### src/hdl/plcs_pkg.sv
`timescale 1ns / 1ps
// ----------------------------------------------------------------------------
// plcs_pkg
// Types and fixed constants shared by the point light cell shader files.
// ----------------------------------------------------------------------------
package plcs_pkg;

  localparam int CFG_IDX_W  = 8;
  localparam int CFG_DATA_W = 32;

  localparam logic [CFG_IDX_W-1:0] REG_VIEW_LEFT      = 8'd0;
  localparam logic [CFG_IDX_W-1:0] REG_VIEW_TOP       = 8'd1;
  localparam logic [CFG_IDX_W-1:0] REG_CELL_SIZE      = 8'd2;
  localparam logic [CFG_IDX_W-1:0] REG_MIN_BRIGHTNESS = 8'd3;

  localparam logic CMD_WRITE_LIGHT = 1'b0;
  localparam logic CMD_SHADE_CELL  = 1'b1;

  // Q1.16 fractions, distance root with 12 fraction bits
  localparam int FRAC_BITS = 16;
  localparam int DIST_FRAC = 12;
  localparam logic [FRAC_BITS:0] ONE = 17'h10000;

  localparam int RAD_W      = 60;
  localparam int ROOT_W     = 30;
  localparam int SQRT_STEPS = 30;
  localparam int DIV_NUM_W  = 33;
  localparam int DIV_DEN_W  = 32;
  localparam int QUOT_W     = 17;

  // glow sum at which sum / (255 * 2^16 / 128) reaches 255
  localparam int GLOW_SAT = 33292800;

  typedef struct packed {
    logic               cmd;
    logic [3:0]         light_slot;
    logic signed [15:0] light_x;
    logic signed [15:0] light_y;
    logic [15:0]        light_radius;
    logic [7:0]         light_red;
    logic [7:0]         light_green;
    logic [7:0]         light_blue;
    logic               light_on;
    logic [9:0]         cell_col;
    logic [9:0]         cell_row;
  } in_word_t;

  typedef struct packed {
    logic [9:0] out_col;
    logic [9:0] out_row;
    logic [7:0] shadow_alpha;
    logic [7:0] glow_red;
    logic [7:0] glow_green;
    logic [7:0] glow_blue;
  } out_word_t;

  typedef struct packed {
    logic signed [15:0] y;
    logic signed [15:0] x;
    logic [15:0]        reach;
    logic [7:0]         red;
    logic [7:0]         green;
    logic [7:0]         blue;
  } light_t;

  typedef enum logic [3:0] {
    ST_IDLE,
    ST_CENTER,
    ST_READ,
    ST_DIST,
    ST_SQUARE,
    ST_TEST,
    ST_SQRT,
    ST_SHDIV,
    ST_GLDIV,
    ST_UMUL,
    ST_ACC,
    ST_SATCHK,
    ST_DONE
  } state_e;

endpackage

### src/hdl/plcs_isqrt.sv
`timescale 1ns / 1ps
// ----------------------------------------------------------------------------
// plcs_isqrt
// Digit-by-digit integer square root, two radicand bits per cycle.
// ----------------------------------------------------------------------------
module plcs_isqrt
  import plcs_pkg::*;
(
  input  logic              clk_i,
  input  logic              rst_ni,
  input  logic              start_i,
  input  logic [RAD_W-1:0]  radicand_i,
  output logic              done_o,
  output logic [ROOT_W-1:0] root_o
);

  logic              busy_q, done_q;
  logic [4:0]        cnt_q;
  logic [RAD_W-1:0]  rad_q;
  logic [31:0]       rem_q;
  logic [ROOT_W-1:0] root_q;
  logic [33:0]       rs, trial;
  logic              fits;

  always_comb begin
    rs    = {rem_q, rad_q[RAD_W-1 -: 2]};
    trial = {2'b00, root_q, 2'b01};
    fits  = rs >= trial;
  end

  always_ff @(posedge clk_i or negedge rst_ni) begin
    if (!rst_ni) begin
      busy_q <= 1'b0;
      done_q <= 1'b0;
      cnt_q  <= '0;
    end else if (start_i) begin
      busy_q <= 1'b1;
      done_q <= 1'b0;
      cnt_q  <= '0;
    end else if (busy_q) begin
      cnt_q <= cnt_q + 5'd1;
      if (cnt_q == 5'(SQRT_STEPS - 1)) begin
        busy_q <= 1'b0;
        done_q <= 1'b1;
      end
    end else begin
      done_q <= 1'b0;
    end
  end

  always_ff @(posedge clk_i) begin
    if (start_i) begin
      rad_q  <= radicand_i;
      rem_q  <= '0;
      root_q <= '0;
    end else if (busy_q) begin
      rad_q <= {rad_q[RAD_W-3:0], 2'b00};
      if (fits) begin
        rem_q  <= 32'(rs - trial);
        root_q <= {root_q[ROOT_W-2:0], 1'b1};
      end else begin
        rem_q  <= rs[31:0];
        root_q <= {root_q[ROOT_W-2:0], 1'b0};
      end
    end
  end

  assign done_o = done_q;
  assign root_o = root_q;

endmodule

### config.mk
export PLATFORM = sky130hd
export DESIGN_NAME = plcs_isqrt
export DESIGN_NICKNAME = d
export VERILOG_FILES = /design/src/hdl/plcs_pkg.sv /design/src/hdl/plcs_isqrt.sv
export SDC_FILE = /design/constraint.sdc
export NUM_CORES = 1
export LEC_CHECK = 0
export BUFFER_PORTS_ARGS = -buffer_cell sky130_fd_sc_hd__buf_4
export CORE_MARGIN = 3
export CORE_UTILIZATION = 40
export CTS_CLUSTER_SIZE = 16
export DETAILED_ROUTE_END_ITERATION = 7
export GPL_TIMING_DRIVEN = 0
export PLACE_DENSITY = 0.7
export SLEW_MARGIN = 5
export SYNTH_ARGS = -nofsm -noshare
export SYNTH_HDL_FRONTEND = slang
export SYNTH_SLANG_ARGS = --single-unit
### constraint.sdc
create_clock -name clk_i -period 3.19 [get_ports clk_i]
set_input_delay 0.7975 -clock clk_i [delete_from_list [all_inputs] [get_ports clk_i]]
set_output_delay 0.7975 -clock clk_i [all_outputs]
set_load 0.01 [all_outputs]
# Word level (Yosys, flattened, before mapping)
# Cells that the tools add are included.
# W data, S select, Z words.
dict set report op_classes {
  n_addsub 2
  magnitude_cmp 1
  n_eq_ne 2
  n_mux 12
  n_reduce_logical 1
}
# operator n
set ops {}
lappend ops {{$mux W60} 2}
lappend ops {{$ge A34 B32 Y1} 1}
lappend ops {{$mux W32} 1}
lappend ops {{$sub A32 B32 Y32} 1}
lappend ops {{$mux W5} 2}
lappend ops {{$mux W1} 7}
lappend ops {{$add A5 B1 Y5 const B} 1}
lappend ops {{$eq A5 B5 Y1 const B} 1}
lappend ops {{$ne A3 B2 Y1 const B} 1}
lappend ops {{$reduce_bool A2 Y1} 1}
dict set report word_totals {
  register_bits 129
  inputBits 63
  output_inout_bits 31
}

# Longest topological paths before layout
# Gate-level depths: netlist of the first run.
dict set report logic_depth {
  depth_word 4
  ltp_mapped 13
}

# Least setup slack after synthesis of the first run
# Ideal clock, no wire load.
dict set report synth_timing {
  path_kind {in2reg}
  start {input port start_i}
  end {register rad_q[0] (enable)}
  arrival_time_ns 2.542
  slack_ns 0.234
  cell_stages 4
  n_path_buf 2
  path_cell_list {clkbuf_1 -> nor2_1 -> clkbuf_1 -> inv_1}
}
dict set report synth_between {
  elab_chain_len 1
}
# element line
set synth_rtl {}
lappend synth_rtl {{from (decl)} plcs_isqrt.sv:11} ;# input logic start_i,
lappend synth_rtl {{$reduce_bool A2 Y1 (no line)} --}
lappend synth_rtl {{to (signal assigned)} plcs_isqrt.sv:53} ;# rad_q <= radicand_i;
lappend synth_rtl {{to (signal assigned)} plcs_isqrt.sv:57} ;# rad_q <= {rad_q[RAD_W-3:0], 2'b00};
lappend synth_rtl {{to (decl)} plcs_isqrt.sv:19} ;# logic [RAD_W-1:0] rad_q;
# Every way passes these cells.
# A chain may end at the register's enable or synchronous reset.

# Worst setup path after layout of the first run
dict set report layout_timing {
  start {register root_q[1] (netlist: root_o[1])}
  end {register rem_q[4]}
}
dict set report layout_between {
  elab_chain_len 2
  word_cells_on_any_way 3
}
# element line
set layout_rtl {}
lappend layout_rtl {{from (decl)} plcs_isqrt.sv:21} ;# logic [ROOT_W-1:0] root_q;
lappend layout_rtl {{from (signal assigned)} plcs_isqrt.sv:60} ;# root_q <= {root_q[ROOT_W-2:0], 1'b1};
lappend layout_rtl {{from (signal assigned)} plcs_isqrt.sv:63} ;# root_q <= {root_q[ROOT_W-2:0], 1'b0};
lappend layout_rtl {{$sub A32 B32 Y32 / $ge A34 B32 Y1 (equally long branches)} {plcs_isqrt.sv:59, plcs_isqrt.sv:28}}
lappend layout_rtl {{$mux W32 (*)} plcs_isqrt.sv:58} ;# if (fits) begin
lappend layout_rtl {{to (signal assigned)} plcs_isqrt.sv:59} ;# rem_q <= 32'(rs - trial);
lappend layout_rtl {{to (signal assigned)} plcs_isqrt.sv:62} ;# rem_q <= rs[31:0];
lappend layout_rtl {{to (decl)} plcs_isqrt.sv:20} ;# logic [31:0] rem_q;
# Mark *: on every way between the ends. The rest lies on a longest branch, timed or not.

==> flow_metrics.env, run 1 <==
export IMPL_hold_violations=0
export IMPL_worst_slew_pin_slew_ns=0.872
export IMPL_placed_area_mm2=0.00823
export IMPL_globalRouteOverflowTotal=0
export IMPL_cpPeakStageDelay_ns=0.45
export IMPL_vias_per_cell=5.29
export IMPL_relSlewSlack_pct=41.9
export IMPL_syn_area_mm2=0.00724
export IMPL_synth_top_flop_cell="dfxtp_1"
export IMPL_path_class="reg2reg"
export IMPL_die_height_um=141
export IMPL_die_w_um=141
export IMPL_status="completed"
export IMPL_seq_area_mm2=0.00322
export IMPL_post_cts_buffers=0
export IMPL_fin_crit_sh_pct=94.9
export IMPL_p_sw_w=0.00307
export IMPL_cp_end_kind="flip-flop"
export IMPL_crit_slowest_cell="a2111o_1"
export IMPL_pwr_share_comb_pct=48.7
export IMPL_rr_startpoint="root_o[1]"
export IMPL_maxSlewViolCount=0
export IMPL_n_antenna_cell=0
export IMPL_critPathLaunchType="flip-flop"
export IMPL_grt_pass1_wl_mm=28.0
export IMPL_drt_wl_total_mm=17.0
export IMPL_ys_seq_area_share_pct=44.4
export IMPL_cts_clk_slew_worst_paths_ns=0.06
export IMPL_root_buffer="clkbuf_16"
export IMPL_cts_buffers=17
export IMPL_cp_max_fo=10
export IMPL_multiInputGateArea_mm2=0.00369
export IMPL_nets=911
export IMPL_cts_tree="built"
export IMPL_syn_avg_cell_area_um2=10.3
export IMPL_syn_to_final_growth_pct=21.9
export IMPL_layout_commonest_cell="buf_4"
export IMPL_drt_iter0_markers=269
export IMPL_final_area_mm2=0.00882
export IMPL_p_int_w=0.00496
export IMPL_report_final_setup_viol=0
export IMPL_route_detailed_drc=0
export IMPL_max_clock_path_buffers=2
export IMPL_cp_required_ns=3.48
export IMPL_ys_types=64
export IMPL_ys_ff_latch=129
export IMPL_vias=5564
export IMPL_synth_edff_count=60
export IMPL_grtUsageTotal_pct=17.6
export IMPL_p_per_area_mw_per_mm2=910
export IMPL_netlist_instances=704
export IMPL_grt_pass1_vias=5393
export IMPL_core_mm2=0.0175
export IMPL_ios=94
export IMPL_startpoint="root_o[1]"
export IMPL_routedWlPerCell_um=16.2
export IMPL_max_freq_ghz=0.330
export IMPL_tns_ns=0
export IMPL_rows=48
export IMPL_p_leak_nw=3.83
export IMPL_crit_arrival_ns=3.31
export IMPL_synthArstFlopShare_pct=5.43
export IMPL_fill_cells=1607
export IMPL_drive_gt1_share_pct=24.9
export IMPL_skew_ns=0.00743
export IMPL_power_w=0.00803
export IMPL_clock_latency_ns=0.42
export IMPL_start_util_pct=41.3
export IMPL_worstPathCellList="inv_1 > ha_1 > o211ai_1 > a21o_1 > a2111o_1 > a31oi_4 > o21ai_2 > a31oi_4 > buf_6 > buf_6 > mux2i_2 > o21ai_1"
export IMPL_clock_power_share_pct=24.3
export IMPL_drv_cap=0
export IMPL_pre_cts_ws_ns=0.103
export IMPL_power_share_sequential_pct=27.0
export IMPL_switching_share_pct=38.2
export IMPL_period_minus_slack_ns=3.03
export IMPL_syn_num_nets=801
export IMPL_grt_max_degree=38
export IMPL_fp_dieArea_mm2=0.0198
export IMPL_grt_setup_unrepaired="yes"
export IMPL_yosysWarnings=0
export IMPL_final_cell_mix="buf_4 (92), nor2_1 (74), dfxtp_1 (62)"
export IMPL_worst_slack_ns=0.164
export IMPL_gp_congestion=0.936
export IMPL_h_tree_depth=4
export IMPL_min_path_type="in2async"
export IMPL_antenna_found_initial=0
export IMPL_ir_drop_mv=0.604
export IMPL_portBuffers=92
export IMPL_firstDrtPassIters=5
export IMPL_dp_hpwl_mm=12.4
export IMPL_postRouteAntennaNets=0
export IMPL_clock_sinks=129
flip-flops by register name, summed over array words and instances (netlist names):
register,cells
rad_q,60
rem_q,32
root_o,30
cnt_q,5
busy_q,1
done_o,1
cell usage after synthesis (2+ instances only):
cell	instances	area share (%)
nor2_1	74	3.8
dfxtp_1	62	17
edfxtp_1	60	25
mux2_2	60	9.3
mux2i_1	55	7.6
inv_1	41	2.1
nand2_1	41	2.1
ha_1	34	5.9
a21oi_1	32	2.2
clkbuf_1	25	1.3
o21ai_0	20	1.4
xnor2_1	18	2.2
a211oi_1	17	1.8
a21o_1	15	1.6
o21ai_1	13	0.90
nand4_1	12	1.0
xor2_1	12	1.5
buf_1	9	0.47
nand3_1	8	0.55
dfrtp_1	7	2.4
a31oi_1	6	0.52
nand2b_1	6	0.52
nor3_1	6	0.41
nor4_1	5	0.43
o211ai_1	5	0.52
o21a_1	5	0.52
and2_1	4	0.35
nor2b_1	4	0.35
buf_6	3	0.47
a31oi_4	2	0.59
and3_1	2	0.17
and4_1	2	0.24
buf_2	2	0.14
nor4_2	2	0.35
nor4b_1	2	0.24
o2111ai_1	2	0.24
o31ai_1	2	0.21
or2_2	2	0.17
or3_1	2	0.17
stage by stage:
| step | util (%) | hold slack [ns] | cells |
|---|---|---|---|
| after floorplan | - | 0.442 | 704 |
| after global placement | 46.8 | 0.457 | 1021 |
| after detailed placement | 47.0 | 0.465 | 1022 |
| after CTS | 50.3 | 0.158 | 1054 |
| after global routing | 50.3 | 0.156 | 1052 |
| final | 50.3 | 0.176 | 1052 |
layer usage:
metal,vias to the layer above,global-route usage (%),routed length [µm],share of wire (%)
li1,2790,-,-,-
met5,-,0,0,0
met3,13,7.17,1510,8.8
met4,0,5.10,199,1.2
met2,171,27.2,7660,45
met1,2590,22.9,7670,45
cell families (layout without fill, tap and decap cells):
family	count (synthesis)	in the layout	synth area share [%]
AOI/OAI and AO/OA	138	138	12.9
xor gates and xnor gates	30	30	3.63
adders and majority gates	34	34	5.87
buffers and inverters	82	205	4.84
DFF	129	129	44.4
muxes	115	115	16.9
and+or+nand+nor	176	176	11.4
timing repair:
action	CTS	global route
resized for setup	0	3
endpoints found under the setup margin	0	10
hold buffers	0	0
power groups by stage:
stage	clock, W	combinational [W]	sequential [W]
2_1_floorplan	0	0.00307	0.00214
3_3_place_gp	0	0.00380	0.00220
3_5_place_dp	0	0.00380	0.00220
4_1_cts	0.00200	0.00384	0.00217
5_1_grt	0.00206	0.00430	0.00220
6_report	0.00195	0.00391	0.00217
cell type report:
cell class | count | share of cell area (%)
tap | 225 | 3.19
multi-input combinational | 493 | 41.8
clock buffer | 18 | 4.86
clock inverter | 14 | 1.76
buffer | 39 | 2.14
inverter | 41 | 1.74
timing repair buffer | 93 | 8.05
sequential | 129 | 36.5
worst paths after layout:
check / endpoint / slack [ns] / depth (start not counted)
min in group clk_i: rem_q[8] / 0.47 / 2
min reg2reg: rem_q[8] / 0.47 / 2
min: cnt_q[2] / 0.18 / 1
max reg2reg: rem_q[4] / 0.16 / 12
max in group asynchronous: busy_q / 2.89 / 1
max: rem_q[4] / 0.16 / 12
critical path: cells and delay by family (launching register included):
family	cells	cell delay (ns)
flops	1	0.39
mux	1	0.25
fa+ha+maj	1	0.36
compound gates	7	1.42
buf+inv	3	0.47
Power figures use the tool's default switching activity.
==> inputs of run 2 (changes only) <==
Settings changed: RECOVER_POWER set to 25.
==> run 2 against run 1 <==
  * Routed wire length shrank 0.15%
  * Global-route usage is the same
  * Flip-flop and latch count stayed put
  * Combinational power hardly changed
  * First-iteration DRC count rose by 10%
==> flow_metrics.env, run 2 (synthesized netlist as in run 1, its figures left out) <==
export IMPL_status="completed"
export IMPL_hold_buffers=0
export IMPL_critPathLaunchType="flip-flop"
export IMPL_wl_met1_mm=7.63
export IMPL_largest_reg_flops=60
export IMPL_top_register="rad_q"
export IMPL_route_detailed_drc=0
export IMPL_drv_cap=0
export IMPL_layout_commonest_cell="nor2_1"
export IMPL_h_tree_depth=4
export IMPL_fp_dieArea_mm2=0.0198
export IMPL_final_cells=1052
export IMPL_grt_pass1_vias=5393
export IMPL_startpoint="root_o[1]"
export IMPL_r2r_end="rem_q[4]"
export IMPL_die_height_um=141
export IMPL_wl_met3_mm=1.52
export IMPL_firstDrtPassIters=5
export IMPL_placed_area_mm2=0.00823
export IMPL_nets=911
export IMPL_rows=48
export IMPL_r2r_cells=12
export IMPL_gp_congestion=0.936
export IMPL_cp_max_fo=10
export IMPL_crit_arrival_ns=3.32
export IMPL_report_final_setup_viol=0
export IMPL_p_leak_nw=3.70
export IMPL_utilization_pct=49.7
export IMPL_vias_per_cell=5.28
export IMPL_hold_violations=0
export IMPL_clock_latency_ns=0.42
export IMPL_cp_end_kind="flip-flop"
export IMPL_routed_top_layer="met4"
export IMPL_routedWlPerCell_um=16.2
export IMPL_grtUsageTotal_pct=17.6
export IMPL_final_area_mm2=0.00871
export IMPL_relSlewSlack_pct=41.1
export IMPL_grt_setup_unrepaired="yes"
export IMPL_cts_clk_slew_worst_paths_ns=0.06
export IMPL_dp_cells=1022
export IMPL_start_util_pct=41.3
export IMPL_grt_max_degree=38
export IMPL_crit_path_end="rem_q[4]"
export IMPL_portBuffers=92
export IMPL_period_minus_slack_ns=3.03
export IMPL_die_w_um=141
export IMPL_fin_crit_sh_pct=95.1
export IMPL_final_cell_mix="nor2_1 (74), dfxtp_1 (62), buf_4 (61)"
export IMPL_globalRouteOverflowTotal=0
export IMPL_met2_length_mm=7.64
export IMPL_clock_sinks=129
export IMPL_n_antenna_cell=0
export IMPL_drive_gt1_share_pct=21.2
export IMPL_root_buffer="clkbuf_16"
export IMPL_cp_required_ns=3.48
export IMPL_syn_to_final_growth_pct=20.2
export IMPL_ios=94
export IMPL_skew_ns=0.00743
export IMPL_drt_wl_total_mm=17.0
export IMPL_grt_pass1_wl_mm=28.0
export IMPL_antenna_found_initial=0
export IMPL_cts_tree="built"
export IMPL_max_clock_path_buffers=2
export IMPL_p_per_area_mw_per_mm2=921
export IMPL_worst_slew_pin_slew_ns=0.883
export IMPL_path_class="reg2reg"
export IMPL_min_path_type="in2async"
export IMPL_reg2reg_slack_ns=0.16
export IMPL_postRouteAntennaNets=0
export IMPL_max_freq_ghz=0.330
export IMPL_vias=5552
export IMPL_core_mm2=0.0175
export IMPL_cts_buffers=17
export IMPL_drt_iter0_markers=296
export IMPL_dp_hpwl_mm=12.4
export IMPL_rr_startpoint="root_o[1]"
export IMPL_ir_drop_mv=0.602
export IMPL_maxSlewViolCount=0
## run 2: cell count changes in the layout (fill, tap and decap cells not counted), sizes merged
cell / delta
clkbuf: +31
buf: -31
## run 2: cell type report
| type | instances | area [µm²] |
|---|---|---|
| well taps | 225 | 282 |
| flip-flops and latches | 129 | 3220 |
| fillers | 1638 | 8830 |
| plain buffers | 39 | 189 |
| repair buffers | 93 | 594 |
| inverters | 41 | 154 |
| clock buffers | 18 | 429 |
| multi-input cells | 493 | 3690 |
| clock inverters | 14 | 155 |
## run 2: stage by stage
stage / worst slack (ns) / total power [W] / setup TNS (ns) / hold slack [ns]
4_1_cts: 0.0806 / 0.00800 / 0 / 0.158
2_1_floorplan: 0.234 / 0.00521 / 0 / 0.442
3_5_place_dp: 0.103 / 0.00600 / 0 / 0.465
3_3_place_gp: -0.762 / 0.00599 / -45.59 / 0.457
5_1_grt: -0.0262 / 0.00856 / -0.0262 / 0.258
6_report: 0.156 / 0.00802 / 0 / 0.265
## run 2: what timing repair did
action | 4_1_cts | 5_1_grt
setup endpoints to repair | 0 | 10
buffers inserted | 0 | 0
gates resized for setup | 0 | 3
## run 2: layer usage
layer,vias up,track usage [%]
li1,2790,-
met1,2580,22.9
met2,165,27.2
met3,17,7.17
met4,0,5.10
met5,-,0
## run 2: worst min path at each step
stage / to / from / slack, ns
2_1_floorplan: rem_q[0] / rem_q[0] / 0.44
3_3_place_gp: rem_q[4] / rem_q[4] / 0.46
3_5_place_dp: rem_q[8] / rem_q[8] / 0.47
4_1_cts: cnt_q[4] / rst_ni / 0.16
5_1_grt: cnt_q[4] / rst_ni / 0.26
6_report: cnt_q[2] / rst_ni / 0.26
## run 2: power breakdown
| group | internal [W] | total, W | switching (W) |
|---|---|---|---|
| Sequential | 0.00200 | 0.00217 | 0.000167 |
| Clock | 0.00116 | 0.00195 | 0.000785 |
| Combinational | 0.00179 | 0.00390 | 0.00211 |
| Total | 0.00495 | 0.00802 | 0.00307 |
## run 2: critical path, cell delays in order (launching register included)
cell,delay (ns)
dfxtp_1,0.38
inv_1,0.06
ha_1,0.36
o211ai_1,0.12
a21o_1,0.21
a2111o_1,0.45
a31oi_4,0.26
o21ai_2,0.12
a31oi_4,0.20
buf_6,0.20
buf_6,0.21
mux2i_2,0.25
o21ai_1,0.08
