===== src/hdl/plcs_pkg.sv =====
`timescale 1ns / 1ps
// ----------------------------------------------------------------------------
// plcs_pkg
// Types and fixed constants shared by the point light cell shader files.
// ----------------------------------------------------------------------------
package plcs_pkg;

  localparam int CFG_IDX_W  = 8;
  localparam int CFG_DATA_W = 32;

  localparam logic [CFG_IDX_W-1:0] REG_VIEW_LEFT      = 8'd0;
  localparam logic [CFG_IDX_W-1:0] REG_VIEW_TOP       = 8'd1;
  localparam logic [CFG_IDX_W-1:0] REG_CELL_SIZE      = 8'd2;
  localparam logic [CFG_IDX_W-1:0] REG_MIN_BRIGHTNESS = 8'd3;

  localparam logic CMD_WRITE_LIGHT = 1'b0;
  localparam logic CMD_SHADE_CELL  = 1'b1;

  // Q1.16 fractions, distance root with 12 fraction bits
  localparam int FRAC_BITS = 16;
  localparam int DIST_FRAC = 12;
  localparam logic [FRAC_BITS:0] ONE = 17'h10000;

  localparam int RAD_W      = 60;
  localparam int ROOT_W     = 30;
  localparam int SQRT_STEPS = 30;
  localparam int DIV_NUM_W  = 33;
  localparam int DIV_DEN_W  = 32;
  localparam int QUOT_W     = 17;

  // glow sum at which sum / (255 * 2^16 / 128) reaches 255
  localparam int GLOW_SAT = 33292800;

  typedef struct packed {
    logic               cmd;
    logic [3:0]         light_slot;
    logic signed [15:0] light_x;
    logic signed [15:0] light_y;
    logic [15:0]        light_radius;
    logic [7:0]         light_red;
    logic [7:0]         light_green;
    logic [7:0]         light_blue;
    logic               light_on;
    logic [9:0]         cell_col;
    logic [9:0]         cell_row;
  } in_word_t;

  typedef struct packed {
    logic [9:0] out_col;
    logic [9:0] out_row;
    logic [7:0] shadow_alpha;
    logic [7:0] glow_red;
    logic [7:0] glow_green;
    logic [7:0] glow_blue;
  } out_word_t;

  typedef struct packed {
    logic signed [15:0] y;
    logic signed [15:0] x;
    logic [15:0]        reach;
    logic [7:0]         red;
    logic [7:0]         green;
    logic [7:0]         blue;
  } light_t;

  typedef enum logic [3:0] {
    ST_IDLE,
    ST_CENTER,
    ST_READ,
    ST_DIST,
    ST_SQUARE,
    ST_TEST,
    ST_SQRT,
    ST_SHDIV,
    ST_GLDIV,
    ST_UMUL,
    ST_ACC,
    ST_SATCHK,
    ST_DONE
  } state_e;

endpackage


===== src/hdl/plcs_div.sv =====
`timescale 1ns / 1ps
// ----------------------------------------------------------------------------
// plcs_div
// Restoring divider for (num << 16) / den with a 17-bit quotient, one bit
// per cycle. The quotient must stay below 2^17.
// ----------------------------------------------------------------------------
module plcs_div
  import plcs_pkg::*;
(
  input  logic                 clk_i,
  input  logic                 rst_ni,
  input  logic                 start_i,
  input  logic [DIV_NUM_W-1:0] num_i,
  input  logic [DIV_DEN_W-1:0] den_i,
  output logic                 done_o,
  output logic [QUOT_W-1:0]    quot_o
);

  logic                 busy_q, done_q;
  logic [4:0]           cnt_q;
  logic [DIV_DEN_W-1:0] rem_q, den_q;
  logic                 lsb_q;
  logic [QUOT_W-1:0]    quot_q;
  logic [DIV_DEN_W:0]   rs;
  logic                 fits;

  always_comb begin
    // first step shifts in the numerator's low bit, the rest shift in zeros
    rs   = {rem_q, (cnt_q == '0) ? lsb_q : 1'b0};
    fits = rs >= {1'b0, den_q};
  end

  always_ff @(posedge clk_i or negedge rst_ni) begin
    if (!rst_ni) begin
      busy_q <= 1'b0;
      done_q <= 1'b0;
      cnt_q  <= '0;
    end else if (start_i) begin
      busy_q <= 1'b1;
      done_q <= 1'b0;
      cnt_q  <= '0;
    end else if (busy_q) begin
      cnt_q <= cnt_q + 5'd1;
      if (cnt_q == 5'(QUOT_W - 1)) begin
        busy_q <= 1'b0;
        done_q <= 1'b1;
      end
    end else begin
      done_q <= 1'b0;
    end
  end

  always_ff @(posedge clk_i) begin
    if (start_i) begin
      rem_q  <= num_i[DIV_NUM_W-1:1];
      lsb_q  <= num_i[0];
      den_q  <= den_i;
      quot_q <= '0;
    end else if (busy_q) begin
      if (fits) begin
        rem_q  <= DIV_DEN_W'(rs - {1'b0, den_q});
        quot_q <= {quot_q[QUOT_W-2:0], 1'b1};
      end else begin
        rem_q  <= rs[DIV_DEN_W-1:0];
        quot_q <= {quot_q[QUOT_W-2:0], 1'b0};
      end
    end
  end

  assign done_o = done_q;
  assign quot_o = quot_q;

endmodule


===== config.mk =====
export PLATFORM = sky130hd
export DESIGN_NAME = plcs_div
export DESIGN_NICKNAME = d
export VERILOG_FILES = /design/src/hdl/plcs_pkg.sv /design/src/hdl/plcs_div.sv
export SDC_FILE = /design/constraint.sdc
export NUM_CORES = 1
export LEC_CHECK = 0
export ABC_AREA = 1
export BUFFER_PORTS_ARGS = -buffer_cell sky130_fd_sc_hd__buf_2
export CORE_MARGIN = 10
export CORE_UTILIZATION = 56
export CTS_CLUSTER_DIAMETER = 40
export DETAILED_ROUTE_END_ITERATION = 10
export PLACE_DENSITY = 0.81
export RECOVER_POWER = 25
export SLEW_MARGIN = 20
export SYNTH_ARGS = -nofsm -noshare
export SYNTH_HDL_FRONTEND = slang
export SYNTH_SLANG_ARGS = --single-unit

===== constraint.sdc =====
create_clock -name clk_i -period 3.3 [get_ports clk_i]
set_input_delay 0.66 -clock clk_i [delete_from_list [all_inputs] [get_ports clk_i]]
set_output_delay 0.66 -clock clk_i [all_outputs]
set_load 0.02 [all_outputs]

; ---- Yosys cells after proc, flatten, opt, wreduce, memory -nomap -nowiden
; Cells that the tools add are included.
[op_classes]
addsub = 2
mul = 0
div_mod_pow = 0
n_lt_le_gt_ge = 1
eq_ne = 2
shifts = 0
mux = 13
bitwise_logic = 0
n_reduce_logical = 2
[ops]
columns = op, count
row1 = $mux W32, 3
row2 = $ge A33 B32 Y1, 1
row3 = $sub A32 B32 Y32, 1
row4 = $mux W5, 2
row5 = $mux W1, 8
row6 = $add A5 B1 Y5 const B, 1
row7 = $eq A5 B5 Y1 const B, 1
row8 = $logic_not A5 Y1, 1
row9 = $ne A3 B2 Y1 const B, 1
row10 = $reduce_bool A2 Y1, 1
[word_totals]
regBits = 89
latchBits = 0
mem_bits_rw = 0
mem_bits_ro = 0
input_bits = 68
out_inout_bits = 18
word_cells = 27
mem_count = 0

; ---- Depth between registers and ports, before layout
; Gate-level depths: netlist of run 1.
[logic_depth]
ltp_word = 6
mapped_depth = 20
mapped_depth_nobuf = 20

; ---- Worst setup path before layout of run 1
; OpenSTA, ideal clock, no wires.
[synth_timing]
path_type = input to register
from = input start_i
to = register rem_q[0] (enable)
setup_time_ps = 409
t_arrival_ps = 2314
required_time_ps = 2891
slack_ps = 577
path_stages = 4
n_path_buf = 2
cell_sequence = clkbuf_1 > clkinv_1 > nand2_1 > clkbuf_1
[synth_between]
elab_chain_len = 1
[synth_lines]
columns = item, line_no
row1 = from (decl), plcs_div.sv:12  ; input logic start_i,
row2 = $reduce_bool A2 Y1 (no source line), --
row3 = to (signal assigned), plcs_div.sv:55  ; rem_q <= num_i[DIV_NUM_W-1:1];
row4 = to (signal assigned), plcs_div.sv:61  ; rem_q <= DIV_DEN_W'(rs - {1'b0, den_q});
row5 = to (signal assigned), plcs_div.sv:64  ; rem_q <= rs[DIV_DEN_W-1:0];
row6 = to (decl), plcs_div.sv:21  ; logic [DIV_DEN_W-1:0] rem_q, den_q;
; Every way passes these cells.
; A chain may end at the register's enable or synchronous reset.

; ---- Worst setup path after layout of run 1
[layout_timing]
from = register cnt_q[0]
to = register rem_q[28] (data pin)
[layout_between]
elab_chain_len = 6
word_cells_on_any_way = 7
cone_classes = add/sub (1) / order compare (1) / mux (4) / reduce/logical (1)
[layout_lines]
columns = item, line_no
row1 = from (decl), plcs_div.sv:20  ; logic [4:0] cnt_q;
row2 = from (signal assigned), plcs_div.sv:43  ; cnt_q <= cnt_q + 5'd1;
row3 = $logic_not A5 Y1 (*), plcs_div.sv:29  ; rs = {rem_q, (cnt_q == '0) ? lsb_q : 1'b0};
row4 = $mux W1 (*), plcs_div.sv:29
row5 = $sub A32 B32 Y32 / $ge A33 B32 Y1 (equally long branches), "plcs_div.sv:61, plcs_div.sv:30"
row6 = $mux W32 (*), plcs_div.sv:60  ; if (fits) begin
row7 = $mux W32 (*), plcs_div.sv:59  ; end else if (busy_q) begin
row8 = $mux W32 (*), plcs_div.sv:54  ; if (start_i) begin
; Every way passes the cells marked *; elsewhere a longest branch is shown, timed or not. The select of a mux whose other input is x is not followed.

==> metrics.md, run 1 <==
| Metric | Value |
|---|---|
| Fin cells | `1,139` |
| TritonRoute pass-1 iters | `5` |
| Number of synthesized flops with an enable pin | `65` |
| Clk_lat worst skew | `0.36 ns` |
| Antenna viol nets, final | `0` |
| Congestion Overflow GR | `0` |
| CTS tree | `yes` |
| Outcome | `finished clean` |
| Fill cells | `1,034` |
| # clock sinks | `89` |
| Synth warn | `0` |
| FMAX | `346 MHz` |
| WS Path Type | `register to register` |
| Root buffer cell | `clkbuf_16` |
| Register area | `0.00247 mm^2` |
| H-tree depth | `3` |
| Top Ports | `86` |
| Vias in the first global route | `5,901` |
| Worst rel slew slack | `49.3%` |
| Crit path launch type | `register` |
| Register area share after synthesis | `38.7%` |
| Tcrit/Tclk final | `87.7%` |
| DR vias | `5,854` |
| Nets | `1,097` |
| # hold bufs at CTS | `0` |
| Distinct cells, synth | `34` |
| Overall Global Routing Usage | `21.2%` |
| Largest net degree at the start of global routing | `66` |
| Slew Viols, Final | `0` |
| Ys flop type | `edfxtp_1` |
| Leakage | `3.93 nW` |
| Final setup vio count | `0` |
| Mapped Area | `0.00637 mm^2` |
| Area of the multi-input gates | `0.00310 mm^2` |
| Total CTS buffers | `9` |
| Syn Nets | `1,013` |
| Chip Width | `127 um` |
| Routability cong. | `1.04` |
| Critical path required time | `3.41 ns` |
| CORE AREA | `0.0110 mm^2` |
| First-pass GRT wire length | `28.1 mm` |
| Mean Syn Cell Area | `7.01 um^2` |
| RSZ-0062 raised after global routing | `false` |
| Crit path capture type | `register` |
| Flops & latches, synth | `89` |
| Clk_skew | `0.00826 ns` |
| DRC | `0` |
| CP Max Fanout | `4` |
| Final hold vios | `0` |
| Worst-Margin Slew | `0.760 ns` |
| Post-Place Cells | `1,123` |
| DR iter-0 viols | `380` |
| Die area | `0.0161 mm^2` |
| Min Tclk post-route | `2.89 ns` |
| Post-CTS resize count | `0` |
| Min-delay worst type | `input port to asynchronous set/reset pin` |
| Async set-or-reset flop fraction in the synthesized netlist | `7.87%` |
| Fraction of layout cells with a size suffix above 1 | `13.0%` |
| PwrDens | `831 mW/mm^2` |
| FP Rows | `38` |
| Buffers on Ports | `85` |
| Setup TNS | `0 ns` |
| Vias per inst | `5.14` |
| Max VDD drop | `0.000485 V` |
| Initial Util | `58.0%` |
| Layout area overhead | `13.0%` |
| N_diodes | `0` |
| Drt wl/cell | `14.8 um` |
| Reg clk slew, reported paths | `0.07 ns` |
| Detailed Route WL | `16.8 mm` |
| CTS max path bufs | `2` |
| Height of the die | `127 um` |
| Post-CTS Setup Bufs | `0` |
| DP HPWL | `12.9 mm` |
| WP data arrival | `3.01 ns` |
| Initial antenna violation count | `0` |
| Synth Instances | `910` |
| Maxcap violations | `0` |
per-stage QoR:
step                      hold slack (ns)  util (%)  worst slack, ns  instance area [um^2]  total power [W]
after CTS                           0.121      65.6            0.395                  7210          0.00597
after detailed placement            0.462      63.0            0.406                  6920          0.00492
after floorplan                     0.364         -            0.577                  6370          0.00417
after global placement              0.454      63.0            0.577                  6920          0.00490
final                               0.186      65.6            0.406                  7210          0.00599
after global routing                0.225      65.6            0.184                  7210          0.00653
area by class of cell:
cell class                 instances  share of cell area, %
timing repair buffer              92                   6.60
sequential                        89                   34.2
clock inverter                     6                  0.729
inverter                         185                   9.64
multi-input combinational        617                   43.0
clock buffer                      10                   3.32
tap                              140                   2.43
critical path: stages (launching register included):
cell,delay (ns)
dfrtp_1,0.38
inv_1,0.07
ha_1,0.19
nand3_1,0.10
nor2_1,0.05
nand2_1,0.08
ha_1,0.15
inv_1,0.08
fa_1,0.44
nand3_1,0.11
nand3_1,0.14
nand2_1,0.12
nand2_1,0.11
nand2_1,0.08
nand2_1,0.08
nand2_1,0.13
nand2_1,0.07
nand2_1,0.07
nand3_2,0.05
nand2_1,0.09
nand2_1,0.05
worst paths after layout:
kind                                   endpoint  cells after the start                  from  slack, ns
min reg2reg                cnt_q[3]$_DFFE_PN0P_                      1  cnt_q[3]$_DFFE_PN0P_       0.49
max reg2reg                 rem_q[28]$_DFFE_PP_                     20  cnt_q[0]$_DFFE_PN0P_       0.41
max                         rem_q[28]$_DFFE_PP_                     20  cnt_q[0]$_DFFE_PN0P_       0.41
min                        cnt_q[4]$_DFFE_PN0P_                      1                rst_ni       0.19
min in group clk_i          den_q[13]$_DFFE_PP_                      1             den_i[13]       0.47
max in group asynchronous  cnt_q[2]$_DFFE_PN0P_                      1                rst_ni       2.83
where the power goes:
part           switching, W  internal (W)  total [W]
Combinational       0.00214       0.00119    0.00333
Clock              0.000487      0.000548    0.00104
Sequential         0.000122       0.00150    0.00162
placed cells by master (no fill, tap or decap), types with 2 or more instances in the layout:
cell type / instances
a21oi_1: 19
and2_1: 2
buf_2: 83
buf_4: 7
clkbuf_1: 2
clkbuf_16: 9
clkinv_1: 4
dfrtp_1: 7
dfxtp_1: 17
edfxtp_1: 65
ha_1: 34
inv_1: 179
inv_2: 2
inv_6: 4
nand2_1: 338
nand2_2: 7
nand2_4: 2
nand3_1: 73
nand3_2: 5
nand3b_1: 26
nand4_1: 10
nor2_1: 50
nor2_2: 3
nor3_1: 3
o21ai_0: 6
o21bai_1: 2
o22ai_1: 15
xnor2_1: 14
logic make-up after synthesis:
family	count (synthesis)	synth area share [%]
buffers and inverters	204	12.7
AND/OR/NAND/NOR	523	35.7
AO/OA/AOI/OAI	45	4.04
XOR/XNOR	14	1.92
flip-flops	89	38.7
adder cells (fa/ha/maj)	35	6.99
Yosys cell counts (all sizes together), types with 4 or more instances:
cell,n,area (um^2)
nor2,54,218
o21ai,7,35.0
nand3,78,415
buf,9,76.3
nor3,4,25.0
xnor2,14,123
a21oi,20,104
dfxtp,17,340
nand2,347,1330
clkinv,4,15.0
edfxtp,65,1950
dfrtp,7,175
nand3b,26,195
clkbuf,10,37.5
o22ai,15,93.8
ha,34,425
nand4,10,62.6
inv,181,679
sequential cells by signal, summed over array words and instances, names as in the netlist:
signal,count
busy_q,1
cnt_q,5
den_q,32
done_o,1
lsb_q,1
quot_o,17
rem_q,32
metal layers:
layer,global-route usage [%],up-vias,routed length [um]
met5,0,-,0
met4,6.83,0,232
met3,5.46,18,1210
met2,35.1,169,7900
met1,26.5,2652,7470
li1,-,3015,-
(Power assumes the default switching activity.)
==> run 2, diff against run 1 <==
==> constraint.sdc (replaced) <==
create_clock -name clk_i -period 3.3 [get_ports clk_i]
set_input_delay 0.33 -clock clk_i [delete_from_list [all_inputs] [get_ports clk_i]]
set_output_delay 0.33 -clock clk_i [all_outputs]
set_load 0.02 [all_outputs]
==> metrics.md, run 2 (synthesis results as in run 1) <==
| Metric | Value |
|---|---|
| Outcome | `finished clean` |
| Final hold vios | `0` |
| DP HPWL | `12.9 mm` |
| Vias per inst | `5.21` |
| Detailed Route WL | `17.0 mm` |
| CTS tree | `yes` |
| Hold wc startpoint | `den_i[13]` |
| Min-delay worst type | `input port to register` |
| Sequential share of power | `27.2%` |
| Area of the multi-input gates | `0.00310 mm^2` |
| Switch Pwr | `0.00276 W` |
| H-tree depth | `3` |
| R2R depth | `20` |
| Antenna viol nets, final | `0` |
| RSZ-0062 raised after global routing | `false` |
| Buffers on Ports | `85` |
| Clock Power Share | `16.8%` |
| Fraction of layout cells with a size suffix above 1 | `13.0%` |
| Tcrit/Tclk final | `86.5%` |
| WS Path Type | `register to register` |
| Sw frac | `46.2%` |
| Congestion Overflow GR | `0` |
| Largest net degree at the start of global routing | `66` |
| Post-route cell area | `0.00721 mm^2` |
| Maxcap violations | `0` |
| Reg clk slew, reported paths | `0.07 ns` |
| Min Tclk post-route | `2.86 ns` |
| FP Rows | `38` |
| CORE AREA | `0.0110 mm^2` |
| Crit path launch type | `register` |
| Layout area overhead | `13.1%` |
| Most common cell after layout, fill and taps aside | `nand2_1` |
| Nets | `1,098` |
| R2r endpoint | `rem_q[28]$_DFFE_PP_` |
| Clk_lat worst skew | `0.36 ns` |
| Fill cells | `1,008` |
| First-pass GRT wire length | `28.0 mm` |
| Worst R2R Setup Slack | `0.44 ns` |
| TritonRoute pass-1 iters | `5` |
| CTS max path bufs | `2` |
| Clk_skew | `0.00647 ns` |
| Leakage | `3.93 nW` |
| Root buffer cell | `clkbuf_16` |
| Total CTS buffers | `9` |
| Fin cells | `1,141` |
| DR vias | `5,939` |
| Slew Viols, Final | `0` |
| Worst rel slew slack | `3.62%` |
| CP Max Fanout | `4` |
| FMAX | `350 MHz` |
| Reg-to-reg critical path startpoint | `cnt_q[0]$_DFFE_PN0P_` |
| Logic pwr share | `56.0%` |
| Internal Power | `0.00321 W` |
| Vias in the first global route | `5,873` |
| Height of the die | `127 um` |
| WP data arrival | `2.97 ns` |
| Top Ports | `86` |
| DR iter-0 viols | `484` |
| Die area | `0.0161 mm^2` |
| Most frequent cells in the layout | `nand2_1, inv_1, buf_2, nand3_1, edfxtp_1` |
| Setup TNS | `0 ns` |
| Max VDD drop | `0.000460 V` |
| Critical Path Start | `cnt_q[0]$_DFFE_PN0P_` |
| Post-CTS resize count | `0` |
| Routability cong. | `1.04` |
| Register area | `0.00247 mm^2` |
| Cell Area, Placed | `0.00692 mm^2` |
| PwrDens | `828 mW/mm^2` |
| CP endpoint | `rem_q[28]$_DFFE_PP_` |
| Worst-Margin Slew | `1.45 ns` |
| Crit path capture type | `register` |
| Initial Util | `58.0%` |
| Initial antenna violation count | `0` |
| Post-Place Cells | `1,123` |
| # clock sinks | `89` |
| Chip Width | `127 um` |
| Final setup vio count | `0` |
| DRC | `0` |
| Critical path required time | `3.41 ns` |
| Drt wl/cell | `14.9 um` |
| Overall Global Routing Usage | `21.2%` |
## run 2: cell count changes in the layout (fill, tap and decap cells not counted)
| cell | change |
|---|---|
| buf_2 | +1 |
| buf_4 | -1 |
| clkbuf_1 | -1 |
| clkbuf_2 | +1 |
| clkbuf_8 | -1 |
| clkinv_1 | +1 |
| diode_2 | +1 |
| dlygate4sd3_1 | +1 |
## run 2: repair_timing
| item | in CTS | in global routing |
|---|---|---|
| endpoints found under the hold margin | 7 | 0 |
| buffers inserted | 0 | 0 |
| hold buffers | 1 | 0 |
## run 2: layout make-up
class / count / area share [%]
antenna: 1 / 0.0347
inverter: 185 / 9.64
multi-input combinational: 617 / 43.0
clock buffer: 9 / 3.13
clock inverter: 7 / 0.781
tap: 140 / 2.43
timing repair buffer: 93 / 6.72
sequential: 89 / 34.2
## run 2: worst min-delay path by stage
| stage | endpoint | cells past startpoint |
|---|---|---|
| after detailed placement | cnt_q[2]$_DFFE_PN0P_ | 1 |
| final | den_q[13]$_DFFE_PP_ | 1 |
| after CTS | den_q[24]$_DFFE_PP_ | 1 |
| after global routing | den_q[24]$_DFFE_PP_ | 1 |
| after floorplan | busy_q$_DFF_PN0_ | 0 |
| after global placement | cnt_q[2]$_DFFE_PN0P_ | 1 |
## run 2: stage by stage
| stage | utilization, % | setup WS [ns] | power (W) | hold WS [ns] |
|---|---|---|---|---|
| after floorplan | - | 0.843 | 0.00417 | 0.0344 |
| after global placement | 63.0 | 0.575 | 0.00490 | 0.173 |
| after detailed placement | 63.0 | 0.420 | 0.00492 | 0.176 |
| after CTS | 65.6 | 0.411 | 0.00595 | 0.139 |
| after global routing | 65.6 | 0.127 | 0.00649 | 0.141 |
| final | 65.6 | 0.444 | 0.00597 | 0.146 |
## run 2: power groups by stage
stage               registers, W  logic, W  clock network, W
finish                   0.00162   0.00334           0.00100
global route             0.00165   0.00379           0.00106
CTS                      0.00162   0.00331           0.00102
detailed placement       0.00164   0.00328                 0
global placement         0.00163   0.00326                 0
floorplan                0.00161   0.00255                 0
## run 2: worst max-delay path: stages (launching register included)
cell and delay, ns:
dfrtp_1 0.38, inv_1 0.07, ha_1 0.19, nand3_1 0.09
nor2_1 0.05, nand2_1 0.08, ha_1 0.14, inv_1 0.07
fa_1 0.44, nand3_1 0.11, nand3_1 0.15, nand2_1 0.12
nand2_1 0.12, nand2_1 0.08, nand2_1 0.07, nand2_1 0.12
nand2_1 0.07, nand2_1 0.07, nand3_2 0.05, nand2_1 0.09
nand2_1 0.05
## run 2: layer usage
layer / GRT usage (%) / part of all wire [%] / routed length [um] / vias up
met2: 34.3 / 45 / 7680 / 191
met3: 5.25 / 7.8 / 1320 / 39
met5: 0 / 0 / 0 / -
li1: - / - / - / 3012
met1: 26.9 / 44 / 7490 / 2697
met4: 7.97 / 2.8 / 473 / 0
